**src/hw/rtl/stepper_half_step_move_controller_unit_assert.svh**
```systemverilog
// Assertion macros used by the stepper half-step move controller RTL.
`ifndef STEPPER_HALF_STEP_MOVE_CONTROLLER_UNIT_ASSERT_SVH
`define STEPPER_HALF_STEP_MOVE_CONTROLLER_UNIT_ASSERT_SVH
`ifndef SYNTHESIS
// Same-cycle implication, checked on every clock edge outside reset.
`define SHSMC_ASSERT_IMPL(lbl, ante, cons, msg) \
    lbl: assert property (@(posedge clk) disable iff (!rst_n) (ante) |-> (cons)) \
        else $error(msg);
// Next-cycle implication, checked on every clock edge outside reset.
`define SHSMC_ASSERT_NEXT(lbl, ante, cons, msg) \
    lbl: assert property (@(posedge clk) disable iff (!rst_n) (ante) |=> (cons)) \
        else $error(msg);
`else
`define SHSMC_ASSERT_IMPL(lbl, ante, cons, msg)
`define SHSMC_ASSERT_NEXT(lbl, ante, cons, msg)
`endif
`endif

```
**src/hw/rtl/shsmc_pkg.sv**
```systemverilog
// Package with widths, commands and the half-step table of the move controller.
package shsmc_pkg;

    localparam int ANGLE_W = 16;
    localparam int STEPS_W = 20;
    localparam int TICKS_W = 16;
    localparam int CMD_W   = 2;

    // Reset value of the step period register.
    localparam logic [TICKS_W-1:0] TICKS_RESET = 16'd2;

    // floor(angle * 512 / 45) == (angle * ANGLE_MULT) >> ANGLE_SHIFT for every
    // 16-bit angle; ANGLE_MULT is ceil(2^37 / 45) and the shift absorbs the 512.
    localparam logic [31:0] ANGLE_MULT  = 32'd3054198967;
    localparam int          ANGLE_SHIFT = 28;
    localparam int          PROD_W      = ANGLE_W + 32;

    // Command codes.
    typedef enum logic [CMD_W-1:0] {
        CMD_TICK  = 2'd0,
        CMD_START = 2'd1,
        CMD_STOP  = 2'd2
    } cmd_t;

    // Half-step coil pattern, phase A in bit 0 through phase D in bit 3.
    function automatic logic [3:0] half_step_pattern(input logic [2:0] idx);
        logic [3:0] pat;
        unique case (idx)
            3'd0:    pat = 4'b0001;
            3'd1:    pat = 4'b0011;
            3'd2:    pat = 4'b0010;
            3'd3:    pat = 4'b0110;
            3'd4:    pat = 4'b0100;
            3'd5:    pat = 4'b1100;
            3'd6:    pat = 4'b1000;
            default: pat = 4'b1001;
        endcase
        return pat;
    endfunction

endpackage

```
**src/hw/rtl/stepper_half_step_move_controller_unit.sv**
```systemverilog
// Top level of the stepper half-step move controller.
//
//  Channel  Signals                         Direction  Beat contents
//  in       in_valid / in_stall             input      command, angle, direction
//  out      out_valid / out_stall           output     phase_a..d, moving, steps_left
//  cfg      cfg_valid / cfg_ready           input      ticks_per_step
//
// Each beat passes from the input stage, where the step count of the angle-to-step
// multiply is registered, to the second stage, which updates the move state and
// loads the result register. One beat is accepted per clock while the result
// side keeps up; the state update in the second stage is the only feedback
// loop. A stalled result holds the second stage, and the input stage still
// takes one more beat. Reset clears the move state and sets the step period
// to two ticks; the configuration port is always ready.
`include "stepper_half_step_move_controller_unit_assert.svh"

module stepper_half_step_move_controller_unit (
    input  logic                           clk,
    input  logic                           rst_n,
    // Input beat channel
    input  logic                           in_valid,
    output logic                           in_stall,
    input  logic [shsmc_pkg::CMD_W-1:0]    command,
    input  logic [shsmc_pkg::ANGLE_W-1:0]  angle,
    input  logic                           direction,
    // Result beat channel
    output logic                           out_valid,
    input  logic                           out_stall,
    output logic                           phase_a,
    output logic                           phase_b,
    output logic                           phase_c,
    output logic                           phase_d,
    output logic                           moving,
    output logic [shsmc_pkg::STEPS_W-1:0]  steps_left,
    // Configuration channel
    input  logic                           cfg_valid,
    output logic                           cfg_ready,
    input  logic [shsmc_pkg::TICKS_W-1:0]  ticks_per_step
);
    import shsmc_pkg::*;

    // Configuration register
    logic [TICKS_W-1:0] tps_reg;

    // Input stage
    logic               s1_valid_reg;
    logic [CMD_W-1:0]   s1_cmd_reg;
    logic [STEPS_W-1:0] s1_pulses_reg;
    logic               s1_dir_reg;
    logic               s1_advance;
    logic [PROD_W-1:0]  angle_prod;
    logic [STEPS_W-1:0] pulses_in;

    // Move state
    logic [2:0]         idx_reg,   idx_next;
    logic [STEPS_W-1:0] rem_reg,   rem_next;
    logic [TICKS_W-1:0] dc_reg,    dc_next;
    logic               busy_reg,  busy_next;
    logic               mdir_reg,  mdir_next;
    logic [3:0]         phase_reg, phase_next;

    // Step helpers
    logic [TICKS_W-1:0] period;
    logic [TICKS_W-1:0] dc_dec;
    logic               step_dir;
    logic [2:0]         idx_back;
    logic [2:0]         idx_fwd;
    logic [2:0]         idx_drive;
    logic [2:0]         idx_after;

    // Result register
    logic               out_valid_reg;
    logic [3:0]         out_phase_reg;
    logic               out_moving_reg;
    logic [STEPS_W-1:0] out_steps_reg;

    assign cfg_ready = 1'b1;

    // Step period register.
    always_ff @(posedge clk or negedge rst_n)
    begin
        if (!rst_n)
        begin
            tps_reg <= TICKS_RESET;
        end
        else if (cfg_valid && cfg_ready)
        begin
            tps_reg <= ticks_per_step;
        end
    end

    // Angle to half-step count by reciprocal multiplication.
    assign angle_prod = PROD_W'(angle) * PROD_W'(ANGLE_MULT);
    assign pulses_in  = angle_prod[ANGLE_SHIFT +: STEPS_W];

    // The input stage moves on when the result register is free or being taken.
    assign s1_advance = s1_valid_reg && (!out_valid_reg || !out_stall);
    assign in_stall   = s1_valid_reg && !s1_advance;

    always_ff @(posedge clk or negedge rst_n)
    begin
        if (!rst_n)
        begin
            s1_valid_reg <= 1'b0;
        end
        else if (in_valid && !in_stall)
        begin
            s1_valid_reg <= 1'b1;
        end
        else if (s1_advance)
        begin
            s1_valid_reg <= 1'b0;
        end
    end

    always_ff @(posedge clk)
    begin
        if (in_valid && !in_stall)
        begin
            s1_cmd_reg    <= command;
            s1_pulses_reg <= pulses_in;
            s1_dir_reg    <= direction;
        end
    end

    // Index arithmetic for one half step in the active direction.
    assign period    = (tps_reg == '0) ? TICKS_W'(1) : tps_reg;
    assign dc_dec    = (dc_reg != '0) ? dc_reg - TICKS_W'(1) : dc_reg;
    assign step_dir  = (s1_cmd_reg == CMD_START) ? s1_dir_reg : mdir_reg;
    assign idx_back  = idx_reg - 3'd1;
    assign idx_fwd   = idx_reg + 3'd1;
    assign idx_drive = step_dir ? idx_back : idx_reg;
    assign idx_after = step_dir ? idx_back : idx_fwd;

    // Next move state for the beat in the input stage.
    always_comb
    begin
        idx_next   = idx_reg;
        rem_next   = rem_reg;
        dc_next    = dc_reg;
        busy_next  = busy_reg;
        mdir_next  = mdir_reg;
        phase_next = phase_reg;
        unique case (s1_cmd_reg)
            CMD_TICK:
            begin
                if (busy_reg)
                begin
                    dc_next = dc_dec;
                    if (dc_dec == '0)
                    begin
                        if (rem_reg != '0)
                        begin
                            idx_next   = idx_after;
                            phase_next = half_step_pattern(idx_drive);
                            rem_next   = rem_reg - STEPS_W'(1);
                            dc_next    = period;
                        end
                        else
                        begin
                            busy_next = 1'b0;
                        end
                    end
                end
            end
            CMD_START:
            begin
                if (!busy_reg && (s1_pulses_reg != '0))
                begin
                    mdir_next  = s1_dir_reg;
                    idx_next   = idx_after;
                    phase_next = half_step_pattern(idx_drive);
                    rem_next   = s1_pulses_reg - STEPS_W'(1);
                    dc_next    = period;
                    busy_next  = 1'b1;
                end
            end
            CMD_STOP:
            begin
                busy_next  = 1'b0;
                rem_next   = '0;
                dc_next    = '0;
                phase_next = 4'b0000;
            end
            default:
            begin
                // The unused code only reports the current state.
            end
        endcase
    end

    // Move state registers.
    always_ff @(posedge clk or negedge rst_n)
    begin
        if (!rst_n)
        begin
            idx_reg   <= 3'd0;
            rem_reg   <= '0;
            dc_reg    <= '0;
            busy_reg  <= 1'b0;
            mdir_reg  <= 1'b0;
            phase_reg <= 4'b0000;
        end
        else if (s1_advance)
        begin
            idx_reg   <= idx_next;
            rem_reg   <= rem_next;
            dc_reg    <= dc_next;
            busy_reg  <= busy_next;
            mdir_reg  <= mdir_next;
            phase_reg <= phase_next;
        end
    end

    // Result register valid flag.
    always_ff @(posedge clk or negedge rst_n)
    begin
        if (!rst_n)
        begin
            out_valid_reg <= 1'b0;
        end
        else if (s1_advance)
        begin
            out_valid_reg <= 1'b1;
        end
        else if (!out_stall)
        begin
            out_valid_reg <= 1'b0;
        end
    end

    // Result register payload.
    always_ff @(posedge clk)
    begin
        if (s1_advance)
        begin
            out_phase_reg  <= phase_next;
            out_moving_reg <= busy_next;
            out_steps_reg  <= rem_next;
        end
    end

    assign out_valid  = out_valid_reg;
    assign phase_a    = out_phase_reg[0];
    assign phase_b    = out_phase_reg[1];
    assign phase_c    = out_phase_reg[2];
    assign phase_d    = out_phase_reg[3];
    assign moving     = out_moving_reg;
    assign steps_left = out_steps_reg;

    // An idle controller has no steps left to drive.
    `SHSMC_ASSERT_IMPL(a_idle_no_steps, !busy_reg, rem_reg == '0, "steps left while idle")
    // The step delay counter runs exactly while a move is in progress.
    `SHSMC_ASSERT_IMPL(a_busy_delay, 1'b1, busy_reg == (dc_reg != '0), "delay and busy disagree")
    // A move in progress always drives some coil.
    `SHSMC_ASSERT_IMPL(a_busy_drives, busy_reg, phase_reg != 4'b0000, "no coil driven while busy")
    // A stop beat leaves the controller idle with all coils off.
    `SHSMC_ASSERT_NEXT(a_stop_clears, s1_advance && (s1_cmd_reg == CMD_STOP),
        !busy_reg && (phase_reg == 4'b0000), "stop did not clear the move")

endmodule
```
**config.mk**
```make
export PLATFORM = sky130hd
export DESIGN_NAME = stepper_half_step_move_controller_unit
export DESIGN_NICKNAME = d
export VERILOG_FILES = /design/src/hw/rtl/shsmc_pkg.sv /design/src/hw/rtl/stepper_half_step_move_controller_unit.sv
export VERILOG_INCLUDE_DIRS = /design/src /design/src/hw/rtl
export SDC_FILE = /design/constraint.sdc
export NUM_CORES = 1
export LEC_CHECK = 0
export BUFFER_PORTS_ARGS = -buffer_cell sky130_fd_sc_hd__buf_2
export CAP_MARGIN = 20
export CORE_MARGIN = 3
export CORE_UTILIZATION = 55
export CTS_CLUSTER_SIZE = 16
export DETAILED_ROUTE_END_ITERATION = 7
export PLACE_DENSITY = 0.78
export SETUP_SLACK_MARGIN = 0.4
export SLEW_MARGIN = 20
export SYNTH_ARGS = -nofsm -noshare
export SYNTH_HDL_FRONTEND = slang
export SYNTH_SLANG_ARGS = --single-unit
```
**constraint.sdc**
```tcl
create_clock -name clk -period 4.58 [get_ports clk]
set_input_delay 0.687 -clock clk [delete_from_list [all_inputs] [get_ports clk]]
set_output_delay 0.687 -clock clk [all_outputs]
set_load 0.01 [all_outputs]
```
# Yosys cells after proc, flatten, opt, wreduce, memory -nomap -nowiden
# Cells that the tools add are included.
# totals
regBits	111
wordCells	92
# classes
n_addsub	5
mul	1
eq_ne	13
mux	35
reduce_logical	23
# op_table
cell	n
$mux 16	6
$mux 20	4
$pmux 20 s3	1
$mul 16x32->48 const B	1
$pmux 16 s3	1
$reduce_bool 20->1	2
$sub 20x1->20 const B	2
$logic_not 16->1	2
$pmux 4 s7	1
$mux 3	6
$mux 4	4
$reduce_bool 16->1	1
$sub 16x1->16 const B	1
$pmux 4 s3	1
$eq 3x3->1 const B	3
$mux 1	9
$eq 3x2->1 const B	2
$ne 2x2->1 const B	3
$pmux 3 s2	1
$reduce_and 6->1	1
$logic_not 1->1	5
$logic_and 1x1->1	4
$ne 2x1->1 const B	2
$reduce_and 4->1	1
other kinds (12)	13

# Logic depth before layout (Yosys ltp)
# depth
ltp_word	9
ltp_mapped	22
ltp_nobuf	22

# Worst setup path before layout
# No wires, ideal clock.
# synth_path
path_type	input to register
start	input port angle[13] (netlist name)
end	register s1_pulses_reg[19], data pin
setup_ns	0.260
t_arrival_ns	5.848
setup_slack_ns	-1.527
stages	22
n_path_buf	0
cell_sequence	fa_1 -> inv_1 -> fa_1 -> inv_1 -> fa_1 -> inv_1 -> fa_1 -> inv_1 -> fa_1 -> inv_1 -> fa_1 -> inv_1 -> ha_1 -> nand4_1 -> nor4_1 -> a32oi_1 -> nand4_1 -> nand4_1 -> o31ai_1 -> a21bo_2 -> a21oi_1 -> xnor2_1
# synth_via
elab_chain_len	1
# synth_rtl
element	line	source
from (decl)	stepper_half_step_move_controller_unit.sv:24	input logic [shsmc_pkg::ANGLE_W-1:0] angle,
$mul 16x32->48	stepper_half_step_move_controller_unit.sv:93	assign angle_prod = PROD_W'(angle) * PROD_W'(ANGLE_MULT);
named net angle_prod[47]	stepper_half_step_move_controller_unit.sv:51	logic [PROD_W-1:0] angle_prod;
to (signal assigned)	stepper_half_step_move_controller_unit.sv:121	s1_pulses_reg <= pulses_in;
to (decl)	stepper_half_step_move_controller_unit.sv:48	logic [STEPS_W-1:0] s1_pulses_reg;
# The timed path passes the listed nets, and every way through them passes these cells.
# A chain may end at the register's enable or synchronous reset.

# Worst setup path in the final report
# layout_path
start	input port angle[15] (netlist name)
end	register s1_pulses_reg[19], data pin
# The elaborated chain is that of the path after synthesis.

==> key figures <==
Job
  • # Max-Cap Violations: 0

Clock tree
  • Worst-Skew Late Latency: roughly 0.36 ns
  • CTS Hold Bufs: 0
  • Largest buffer count on any clock path: 2
  • Clock Pin Slew Worst Setup and Hold Paths: 0.08 ns
  • CTS HTree Levels: 3
  • CTS tree: yes
  • Num CTS Buffers: 9
  • Clk sinks: 111
  • Root Driver: clkbuf_16

Final layout
  • Fin cells: 1735
  • Share of layout cells above drive strength 1: 23.2%
  • Commonest non-fill, non-tap cells in the layout: inv_1, buf_4, ha_1, fa_1, nand2_1
  • Nets: 1774
  • Fill cells: 1613
  • Area Overhead vs Synth: 19.1%
  • Commonest non-fill, non-tap cell in the layout: inv_1
  • Post-route cell area: 0.0146 mm^2
  • Inserted Diodes: 0

Synth
  • Synth Flop Type: dfrtp_1
  • Syn_nets: approximately 1600
  • Yosys Warn Count: 0
  • Post-Syn Area: 0.0122 mm^2
  • Post-synth ARST share: 56.8%
  • Post-synth EDFFs: 48
  • Netlist cell types: between 70 and 80
  • Sequential cell area fraction in the yosys report: 24.7%
  • Syn Inst Count: 1261
  • Avg Cell Area, Syn: 9.71 um^2
  • FF+latch count, synth: 111

Timing
  • Pins over their slew limit: 0
  • Final setup fails: 20
  • Final hold vios: 0
  • Max-slew headroom: 29.7%
  • Fmax achieved: 171 MHz
  • Fin crit period: 5.85 ns
  • RSZ-0062 raised after global routing: yes
  • Actual slew at the worst max-slew pin: around 1.1 ns
  • Final worst slack: -1.27 ns
  • Worst Skew: 0.00941 ns
  • Ratio of final minimum period to clock period: 128%

Critical path
  • Worst Setup EP: s1_pulses_reg[19]
  • CP max FO: 4
  • Crit path DAT: slightly below 6 ns
  • CP required: roughly 4.7 ns
  • CP bufs+invs: 8
  • R2R Setup Slk: slightly below 0.8 ns
  • Setup crit start: angle[15]
  • Cell count along the critical path: 24
  • Crit. End Element: register
  • Cells on worst reg2reg path: 10
  • Critical path launch point type: input port
  • Crit path largest cell delay: 0.54 ns
  • Slowest cell on the critical path: fa_1
  • Worst r2r src: dc_reg[0]
  • Top delay family on crit path: adder cells
  • Most common cell on crit path: fa_1
  • Critical-path cell list: buf_8, fa_1, inv_1, fa_1, inv_1, fa_1, inv_1, fa_1, inv_1, fa_1, inv_1, fa_1, inv_2, ha_4, nand4_1, nor4_2, a32oi_1, nand4_1, nand4_1, buf_4, o31ai_4, a21bo_2, a21oi_2, xnor2_1
  • Critical path type: input port to register
  • Worst reg2reg endpoint: steps_left[8]

Routing
  • First-pass iteration count of the detailed router: 7
  • Via/cell ratio: slightly below 6
  • Routed wire length: ~31 mm
  • Routed vias: about 10000
  • Iteration-0 DRC Markers: 747
  • Wire per inst: 18.1 um
  • Routed Antenna Nets: 0
  • DR DRC count: 0

GRT
  • Vias in the first global route: 10400
  • First-pass GRT wire length: 51.8 mm
  • GR Overflow Total: 0
  • Total Routing Usage GR: around a quarter
  • Initial antenna violation count: 0
  • Largest net degree at the start of global routing: 42

Floorplanning
  • Starting Density: between 50% and 60%
  • FP Rows: 53
  • Chip width: 155 um
  • IO Pins: just under 70
  • Die area: 0.0241 mm^2
  • Placeable Area: 0.0214 mm^2
  • Die Y: 155 um

Power
  • Peak supply drop: 0.449 mV
  • Static Leak: 7.01 nW
  • Power per cell area: 808 mW/mm^2

Hold path
  • Hold Path Class: input port to asynchronous set/reset pin

Status
  • Failing checks: setup timing
  • Status: complete, but fails checks

Placed design
  • Post-DP HPWL: around 26 mm
  • GPL Wtd Cong: 0.919
  • IO buf count: 66
  • Cells after DPL: around 1700
  • DP Area: ~0.014 mm^2
  • DP Worst Slack: -1.72 ns
synthesized netlist by cell type, drive strengths merged, types with 4 or more instances:
cell type	n	share of area, %
o22ai	4	0.20
nor2	73	2.3
o31ai	9	0.59
a32o	4	0.33
nor4	25	2.0
a21boi	4	0.25
and2	7	0.36
xor2	16	1.1
a211oi	8	0.49
o211ai	14	0.86
or3	10	0.55
a221o	6	0.49
xnor2	20	1.4
mux2i	4	0.33
nand4	11	0.66
nand2	88	2.7
nand3	29	1.2
dfrtp	62	13
o21ai	64	2.6
buf	7	0.41
a21oi	50	2.0
nor2b	7	0.38
mux2	16	1.5
o311ai	7	0.56
nand3b	4	0.25
o21a	8	0.49
or4	9	0.61
edfxtp	48	12
a21o	13	0.80
fa	116	19
inv	222	6.8
a31oi	5	0.26
o21bai	6	0.37
a22oi	10	0.61
nor3	27	1.3
a22o	12	0.86
nand2b	10	0.51
ha	163	17
and3	7	0.36
clkbuf	24	0.74
metal layers:
layer	track usage (%)	vias up	wire length, um
li1	-	4732	-
met1	33.3	4875	12500
met2	48.5	380	16200
met3	2.75	70	1630
met4	8.05	0	999
met5	0	-	0
layout make-up:
class / count / area (um^2) / area share, %
tap: 275 / 344 / 2.36
clock inverter: 5 / 37.5 / 0.257
clock buffer: 11 / 264 / 1.81
sequential: 111 / 3020 / 20.7
inverter: 223 / 837 / 5.74
timing repair buffer: 214 / 1460 / 10.0
multi-input combinational: 896 / 8620 / 59.1
kinds of logic (layout without fill, tap and decap cells):
family,count (synthesis),after routing,synth area share [%]
AOI/OAI and AO/OA,244,244,13.3
xor gates and xnor gates,36,36,2.58
adders and majority gates,279,279,35.6
buffers and inverters,254,453,7.98
DFF,111,111,24.7
muxes,20,20,1.80
other,1,1,0.0306
and+or+nand+nor,316,316,14.0
per-stage QoR:
step	hold slack (ns)	util, %	setup TNS, ns	power, mW
6_report	0.389	68.1	-19.03	11.8
5_1_grt	0.446	68.1	-22.65	13.0
4_1_cts	0.408	67.8	-19.53	11.6
3_5_place_dp	0.486	65.8	-28.75	10.5
3_3_place_gp	0.474	65.8	-26.73	10.1
2_1_floorplan	0.391	-	-16.41	7.37
report_power, final:
| part | internal [mW] | total [mW] | switching [mW] |
|---|---|---|---|
| sequential | 1.54 | 1.89 | 0.357 |
| combinational | 4.36 | 9.09 | 4.74 |
| clock | 0.421 | 0.798 | 0.377 |
| total | 6.31 | 11.8 | 5.47 |
worst min path at each step:
stage                 startpoint           end  cells after the start
finish                     rst_n    tps_reg[2]                      1
global route               rst_n    tps_reg[7]                      1
floorplan                  rst_n      busy_reg                      0
CTS                        rst_n   tps_reg[14]                      1
detailed placement  phase_reg[1]  phase_reg[1]                      1
global placement    s1_valid_reg     out_valid                      1
what timing repair did:
item / in CTS / in global routing
endpoints found under the setup margin: 20 / 21
pin swaps: 13 / 8
gates resized for setup: 25 / 12
endpoints found under the hold margin: 0 / 0
buffers inserted: 1 / 1
Note: power is estimated with default switching activity, not from simulation.
